$ cat src/hw/rtl/mbrf_pkg.sv
// mbrf_pkg: shared types, constants and functions of the request framer
// depends on nothing; imported by mbrf_core and modbus_rtu_request_framer_unit
package mbrf_pkg;

	localparam logic [7:0]  FC_WRITE_COILS = 8'd15;
	localparam logic [7:0]  FC_WRITE_REGS  = 8'd16;
	localparam logic [7:0]  BCAST_ADDR     = 8'd0;
	localparam logic [8:0]  LEN_FIXED      = 9'd8;
	localparam logic [8:0]  LEN_MULTI_BASE = 9'd9;
	localparam logic [8:0]  POS_ADDR       = 9'd0;
	localparam logic [8:0]  POS_FUNC       = 9'd1;
	localparam logic [8:0]  POS_QTY_HI     = 9'd4;
	localparam logic [8:0]  POS_QTY_LO     = 9'd5;
	localparam logic [15:0] CRC_INIT       = 16'hFFFF;
	localparam logic [15:0] CRC_POLY       = 16'hA001;
	localparam logic [7:0]  OWN_ADDR_RESET = 8'd1;

	typedef enum logic [2:0] {
		EV_PROGRESS = 3'd0,
		EV_GOOD     = 3'd1,
		EV_BAD_ADDR = 3'd2,
		EV_BAD_FUNC = 3'd3,
		EV_BAD_CRC  = 3'd4
	} mbrf_event_t;

	typedef struct packed {
		logic [7:0]  data_byte;
		logic [8:0]  byte_position;
		mbrf_event_t event_code;
		logic        frame_done;
		logic        is_broadcast;
	} mbrf_result_t;

	function automatic logic [15:0] crc_update(input logic [15:0] crc, input logic [7:0] b);
		logic [15:0] c;
		c = crc ^ {8'd0, b};
		for (int k = 0; k < 8; k++) begin
			if (c[0]) begin
				c = (c >> 1) ^ CRC_POLY;
			end else begin
				c = c >> 1;
			end
		end
		return c;
	endfunction

	function automatic logic function_known(input logic [7:0] fc);
		return (fc >= 8'd1 && fc <= 8'd6) || fc == FC_WRITE_COILS || fc == FC_WRITE_REGS;
	endfunction

endpackage

$ cat src/hw/rtl/mbrf_core.sv
// mbrf_core: candidate frame state, crc update and event decision for one byte
// depends on mbrf_pkg
module mbrf_core import mbrf_pkg::*; (
	input  logic         clk,
	input  logic         arst_n,
	input  logic         step,
	input  logic [7:0]   rx_byte,
	input  logic [7:0]   own_address,
	output mbrf_result_t result
);

	logic [8:0]  pos_q;
	logic [15:0] crc_q;
	logic [7:0]  func_q;
	logic [7:0]  qty_hi_q;
	logic [8:0]  len_q;
	logic        bcast_q;
	logic [7:0]  crc_lo_q;

	logic [15:0] crc_n;
	logic [7:0]  func_n;
	logic [7:0]  qty_hi_n;
	logic [8:0]  len_n;
	logic        bcast_n;
	logic [7:0]  crc_lo_n;
	logic        done;
	logic        bcast;
	mbrf_event_t ev;
	logic [16:0] qty_sum;
	logic [7:0]  count;
	logic [9:0]  pos_plus2;
	logic [15:0] got;

	always_comb begin
		crc_n     = crc_q;
		func_n    = func_q;
		qty_hi_n  = qty_hi_q;
		len_n     = len_q;
		bcast_n   = bcast_q;
		crc_lo_n  = crc_lo_q;
		done      = 1'b0;
		ev        = EV_PROGRESS;
		bcast     = bcast_q;
		qty_sum   = {1'b0, qty_hi_q, rx_byte} + 17'd7;
		count     = 8'd0;
		pos_plus2 = {1'b0, pos_q} + 10'd2;
		got       = {rx_byte, crc_lo_q};
		if (pos_q == POS_ADDR) begin
			bcast = (rx_byte == BCAST_ADDR);
			if (rx_byte != own_address && rx_byte != BCAST_ADDR) begin
				ev   = EV_BAD_ADDR;
				done = 1'b1;
			end else begin
				bcast_n = bcast;
				crc_n   = crc_update(crc_q, rx_byte);
			end
		end else begin
			if (pos_q == POS_FUNC) begin
				if (!function_known(rx_byte)) begin
					ev   = EV_BAD_FUNC;
					done = 1'b1;
				end else begin
					func_n = rx_byte;
					len_n  = LEN_FIXED;
				end
			end else if (pos_q == POS_QTY_HI) begin
				qty_hi_n = rx_byte;
			end else if (pos_q == POS_QTY_LO) begin
				if (func_q == FC_WRITE_COILS) begin
					count = qty_sum[10:3];
					len_n = LEN_MULTI_BASE + {1'b0, count};
				end else if (func_q == FC_WRITE_REGS) begin
					count = {rx_byte[6:0], 1'b0};
					len_n = LEN_MULTI_BASE + {1'b0, count};
				end else begin
					len_n = LEN_FIXED;
				end
			end
			if (!done) begin
				if (pos_plus2 < {1'b0, len_n}) begin
					crc_n = crc_update(crc_q, rx_byte);
				end else if (pos_plus2 == {1'b0, len_n}) begin
					crc_lo_n = rx_byte;
				end else begin
					ev   = (got == crc_q) ? EV_GOOD : EV_BAD_CRC;
					done = 1'b1;
				end
			end
		end
		result.data_byte     = rx_byte;
		result.byte_position = pos_q;
		result.event_code    = ev;
		result.frame_done    = done;
		result.is_broadcast  = bcast;
	end

	always_ff @(posedge clk or negedge arst_n) begin
		if (!arst_n) begin
			pos_q    <= POS_ADDR;
			crc_q    <= CRC_INIT;
			func_q   <= 8'd0;
			qty_hi_q <= 8'd0;
			len_q    <= LEN_FIXED;
			bcast_q  <= 1'b0;
			crc_lo_q <= 8'd0;
		end else if (step) begin
			if (done) begin
				pos_q    <= POS_ADDR;
				crc_q    <= CRC_INIT;
				func_q   <= 8'd0;
				qty_hi_q <= 8'd0;
				len_q    <= LEN_FIXED;
				bcast_q  <= 1'b0;
				crc_lo_q <= 8'd0;
			end else begin
				pos_q    <= pos_q + 9'd1;
				crc_q    <= crc_n;
				func_q   <= func_n;
				qty_hi_q <= qty_hi_n;
				len_q    <= len_n;
				bcast_q  <= bcast_n;
				crc_lo_q <= crc_lo_n;
			end
		end
	end

endmodule

$ cat src/hw/rtl/modbus_rtu_request_framer_unit.sv
// modbus_rtu_request_framer_unit: top level with input register, result register
// and slave address register; depends on mbrf_pkg and mbrf_core
//
// Modbus RTU request framer. Received bytes enter one per transfer and each one
// comes back as one result: the byte, its position in the current candidate frame,
// an event (in progress, good frame, bad address, bad function, bad crc), a done
// flag and the broadcast flag. The block takes one byte every cycle while results
// are taken. A byte is held in the input register and its result in the result
// register before the result shows on the output. The byte-wise crc-16 update
// and length compare sit between the two registers. own_address resets to 1 and
// is written through cfg_write_en and cfg_write_data; the user must write it only
// while no byte is in flight, as the block does not enforce this.
module modbus_rtu_request_framer_unit import mbrf_pkg::*; (
	input  logic       clk,
	input  logic       arst_n,
	input  logic       cfg_write_en,
	input  logic [7:0] cfg_write_data,
	input  logic       in_valid,
	output logic       in_ready,
	input  logic [7:0] rx_byte,
	output logic       out_valid,
	input  logic       out_ready,
	output logic [7:0] data_byte,
	output logic [8:0] byte_position,
	output logic [2:0] event_code,
	output logic       frame_done,
	output logic       is_broadcast
);

	logic [7:0]   own_address_q;
	logic         valid_s1;
	logic [7:0]   byte_s1;
	logic         valid_s2;
	mbrf_result_t result_s2;
	mbrf_result_t core_result;
	logic         advance;

	assign advance  = valid_s1 && (!valid_s2 || out_ready);
	assign in_ready = !valid_s1 || advance;

	always_ff @(posedge clk or negedge arst_n) begin
		if (!arst_n) begin
			own_address_q <= OWN_ADDR_RESET;
		end else if (cfg_write_en) begin
			own_address_q <= cfg_write_data;
		end
	end

	always_ff @(posedge clk or negedge arst_n) begin
		if (!arst_n) begin
			valid_s1 <= 1'b0;
			valid_s2 <= 1'b0;
		end else begin
			if (in_ready) begin
				valid_s1 <= in_valid;
			end
			if (advance) begin
				valid_s2 <= 1'b1;
			end else if (out_ready) begin
				valid_s2 <= 1'b0;
			end
		end
	end

	always_ff @(posedge clk) begin
		if (in_valid && in_ready) begin
			byte_s1 <= rx_byte;
		end
		if (advance) begin
			result_s2 <= core_result;
		end
	end

	mbrf_core u_core (
		.clk         (clk),
		.arst_n      (arst_n),
		.step        (advance),
		.rx_byte     (byte_s1),
		.own_address (own_address_q),
		.result      (core_result)
	);

	assign out_valid     = valid_s2;
	assign data_byte     = result_s2.data_byte;
	assign byte_position = result_s2.byte_position;
	assign event_code    = result_s2.event_code;
	assign frame_done    = result_s2.frame_done;
	assign is_broadcast  = result_s2.is_broadcast;

	a_done_has_event: assert property (@(posedge clk) disable iff (!arst_n)
		out_valid |-> (frame_done == (event_code != EV_PROGRESS)))
		else $error("frame_done and event_code disagree");

	a_addr_bcast: assert property (@(posedge clk) disable iff (!arst_n)
		out_valid && byte_position == POS_ADDR && event_code != EV_BAD_ADDR
		|-> (is_broadcast == (data_byte == BCAST_ADDR)))
		else $error("broadcast flag wrong on address byte");

	a_bad_func_pos: assert property (@(posedge clk) disable iff (!arst_n)
		out_valid && event_code == EV_BAD_FUNC |-> byte_position == POS_FUNC)
		else $error("bad function reported off the function byte");

	a_good_len: assert property (@(posedge clk) disable iff (!arst_n)
		out_valid && (event_code == EV_GOOD || event_code == EV_BAD_CRC)
		|-> byte_position >= (LEN_FIXED - 9'd1))
		else $error("frame ended shorter than minimum length");

endmodule
$ cat config.mk
export PLATFORM = sky130hd
export DESIGN_NAME = modbus_rtu_request_framer_unit
export DESIGN_NICKNAME = d
export VERILOG_FILES = /design/src/hw/rtl/mbrf_pkg.sv /design/src/hw/rtl/mbrf_core.sv /design/src/hw/rtl/modbus_rtu_request_framer_unit.sv
export SDC_FILE = /design/constraint.sdc
export NUM_CORES = 1
export LEC_CHECK = 0
export BUFFER_PORTS_ARGS = -buffer_cell sky130_fd_sc_hd__buf_2
export CORE_ASPECT_RATIO = 0.5
export CORE_UTILIZATION = 35
export CTS_CLUSTER_DIAMETER = 30
export DETAILED_ROUTE_END_ITERATION = 10
export GPL_ROUTABILITY_DRIVEN = 0
export PLACE_DENSITY = 0.52
export SETUP_SLACK_MARGIN = 0.2
export SLEW_MARGIN = 20
export SYNTH_ARGS = -nofsm -noshare
export SYNTH_HDL_FRONTEND = slang
export SYNTH_HIERARCHICAL = 1
export SYNTH_SLANG_ARGS = --single-unit
$ cat constraint.sdc
create_clock -name clk -period 8.05 [get_ports clk]
set_input_delay 0.805 -clock clk [delete_from_list [all_inputs] [get_ports clk]]
set_output_delay 0.805 -clock clk [all_outputs]
set_load 0.05 [all_outputs]
==> results.md <==
- R2R setup slack: between 2000 and 3000 ps
- Vias per cell: 5.093
- Area of the die: 16250 um^2
- Post-synth EDFFs: 30
- CP max stage cell: edfxtp_1
- Crit-path cells: inv_1, ha_1, o21a_1, o221a_2, a311oi_1, mux2i_1, xnor2_1, a21oi_1, a2bb2oi_1, ha_1, a22o_1, nor4_1, a32oi_1, a21o_1, o21a_4, nor2_2, a21oi_1
- Vias in the first global route: approximately 3700
- Post-Syn Instances: ~500
- Net Sw Frac: about a third
- Worst Setup Slack, final: 2864 ps
- Via count: approximately 3700
- Final Critical Period: 5186 ps
- Num ports: 45
- Post-Syn Area: around 5500 um^2
- DRC: 0
- Worst setup SP type: flip-flop
- Total internal power: roughly 940 uW
- Num CTS Buffers: 9
- Top FF cell, synth: dfrtp_1
- Initial Util: a little under two fifths
- Max_cap viols: 0
- Critical path required time: between 8000 and 9000 ps
- Die Height: about 91 um
- Share of layout cells above drive strength 1: 23.58%
- Ant diodes: 0
- Slew Limit Fails: 0
- Fin nets: ~570
- Highest Clock Rate: roughly 190 MHz
- CP top delay family: compound AO/OA/AOI/OAI gates
- RSZ-0062 raised after global routing: no
- Rows: 31
- Avg WL per Cell: around 18 um
- Fin. Hold Viols: 0
- H-tree depth: 3
- Clk pin slew, worst setup/hold paths: around 70 ps
- Lkg Pwr: ~0.0025 uW
- Insertion delay to the later sink of the worst-skew pair: 350 ps
- Crit path arrival time: ~5400 ps
- Cts repair resizes: 0
- Area share of the largest cell type after synthesis: a little over a fifth
- Sw Pwr: 474.7 uW
- Final setup vio count: 0
- Power Density: approximately 230 nW/um^2
- First-pass GRT wire length: ~21000 um
- Layout Skew: ~6.4 ps
- Part of the power in the clock network: a little under a third
- Logic pwr share: about a quarter
- TNS Setup: 0 ps
- Total global routing overflow: 0
- Detailed Place HPWL: roughly 9200 um
- Clock buffer depth: 2
- Peak VDD IR: 0.0001017 V
- Post-synth net total: roughly 540
- Seq cells post-synth: 94
- Fin crit share: between 60% and 70%
- First DRT Iteration DRCs: roughly 270
- Outcome: complete, no violations
- # clock sinks: 94
- Synth cell types: 77
- CTS tree: done
- Area Overhead vs Synth: 10.83%
- Initial antenna violation count: 0
- Worst Setup End Kind: flip-flop
- Sequential Power Share: ~42%
- YS warnings: 6
- Port bufs: 44
- Worst Max-Slew Pin Slew: 864.3 ps
- Overall global routing resource usage: between 10% and 20%
- Synth area leaders: dfrtp_1 21%, edfxtp_1 16%, xnor2_1 9.1%
- Dpl cells: just over 700
- Die W: 179.3 um
- Clk root buf: clkbuf_16
- Most numerous cell in the Yosys netlist: xnor2_1
- Post-synthesis async set-or-reset flop share: between 60% and 70%
- Slew margin rel.: between 40% and 50%
- Worst slack, placed: roughly 2900 ps
- # hold bufs at CTS: 0
- CP bufs+invs: 1
- Core Area: between 10000 and 15000 um^2
- Max incr delay on CP: about 760 ps
- DRT Wirelength: between 10000 and 15000 um
- Setup CP Type: flip-flop to flip-flop
- HP Class: flip-flop to flip-flop
- Top cells by count, synth: 57 x xnor2_1, 46 x dfrtp_1, 40 x nor2_1
- Final Instance Count excl. Fillers: between 700 and 800
- Mean Syn Cell Area: around 11 um^2
- Drt first pass iters: 4
- Seq/Total Area, Yosys: 45.91%
- Setup bufs post-CTS: 0
- Synth area leader: dfrtp_1
- Critical path fanouts, max: 16
- Largest net degree at the start of global routing: 65
- ANT nets after route: 0
==> layer usage <==
metal | GRT usage [%] | share of wire, % | vias to the layer above
li1 | - | - | 1838
met1 | 24.85 | 51 | 1799
met2 | 25.06 | 44 | 61
met3 | 3.325 | 3.6 | 10
met4 | 4.202 | 0.89 | 0
met5 | 0 | 0 | -
==> cells by family (layout without fill, tap and decap cells) <==
| family | after synthesis | after routing | synth area share (%) |
|---|---|---|---|
| adders and majority gates | 19 | 19 | 4.322 |
| and+or+nand+nor | 155 | 155 | 15.56 |
| xor gates and xnor gates | 70 | 70 | 11.69 |
| muxes | 10 | 10 | 2.548 |
| DFF | 94 | 94 | 45.91 |
| AOI/OAI and AO/OA | 108 | 108 | 15.33 |
| buffers and inverters | 42 | 74 | 4.640 |
==> per-stage QoR <==
step | utilization (%) | hold WS [ps] | total power (uW) | area (um^2)
floorplan | - | 419.6 | 899.7 | 5500
global placement | 38.76 | 467.3 | 972.2 | 5773
detailed placement | 38.78 | 473.0 | 974.1 | 5776
CTS | 40.93 | 491.6 | 1430 | 6096
global route | 40.93 | 499.7 | 1485 | 6096
finish | 40.93 | 487.3 | 1413 | 6096
==> layout make-up <==
class | count | area, um^2
clock buffer | 11 | 264.0
fill | 1461 | 8798
clock inverter | 5 | 56.30
inverter | 12 | 45.04
timing repair buffer | 46 | 235.2
multi-input combinational | 362 | 2723
tap | 198 | 247.7
sequential | 94 | 2525
==> power by group through the flow <==
stage               Sequential, uW  Clock (uW)  Combinational [uW]
floorplan                      624           0                 276
global placement               607           0                 365
detailed placement             608           0                 366
CTS                            599         463                 368
global route                   605         481                 400
finish                         598         449                 366
==> cells in the final DEF (no fill, tap or decap), drive strengths merged, types with 6 or more instances in the layout <==
| cell type | synthesis | layout |
|---|---|---|
| a21oi | 20 | 20 |
| a22o | 15 | 15 |
| and2 | 11 | 11 |
| buf | 28 | 46 |
| clkbuf | 2 | 11 |
| dfrtp | 46 | 46 |
| dfstp | 18 | 18 |
| edfxtp | 30 | 30 |
| ha | 19 | 19 |
| inv | 12 | 15 |
| mux2 | 8 | 8 |
| nand2 | 30 | 30 |
| nand2b | 6 | 6 |
| nand3 | 11 | 11 |
| nand4 | 13 | 13 |
| nor2 | 42 | 42 |
| nor2b | 6 | 6 |
| nor3 | 6 | 6 |
| nor4 | 6 | 6 |
| o21ai | 22 | 22 |
| o22a | 6 | 6 |
| or2 | 7 | 7 |
| xnor2 | 60 | 60 |
| xor2 | 10 | 10 |
==> flip-flops by register name (all words and copies together) (netlist names), 8 cells and up <==
| name | flops |
|---|---|
| u_core/crc_q | 16 |
| byte_position | 9 |
| u_core/crc_lo_q | 8 |
| u_core/len_q | 9 |
| byte_s1 | 8 |
| u_core/pos_q | 9 |
| data_byte | 8 |
| own_address_q | 8 |
| u_core/func_q | 8 |
==> path summary, 6_finish.rpt <==
kind | start | endpoint | cells after the start
max | byte_s1[2] | u_core/crc_q[6] | 17
min | u_core/func_q[7] | u_core/func_q[7] | 1
max reg2reg | byte_s1[2] | u_core/crc_q[6] | 17
min reg2reg | u_core/func_q[7] | u_core/func_q[7] | 1
max in group asynchronous | arst_n | u_core/pos_q[2] | 2
min in group asynchronous | arst_n | own_address_q[5] | 2
No activity file was read; power rests on OpenSTA's default activity.
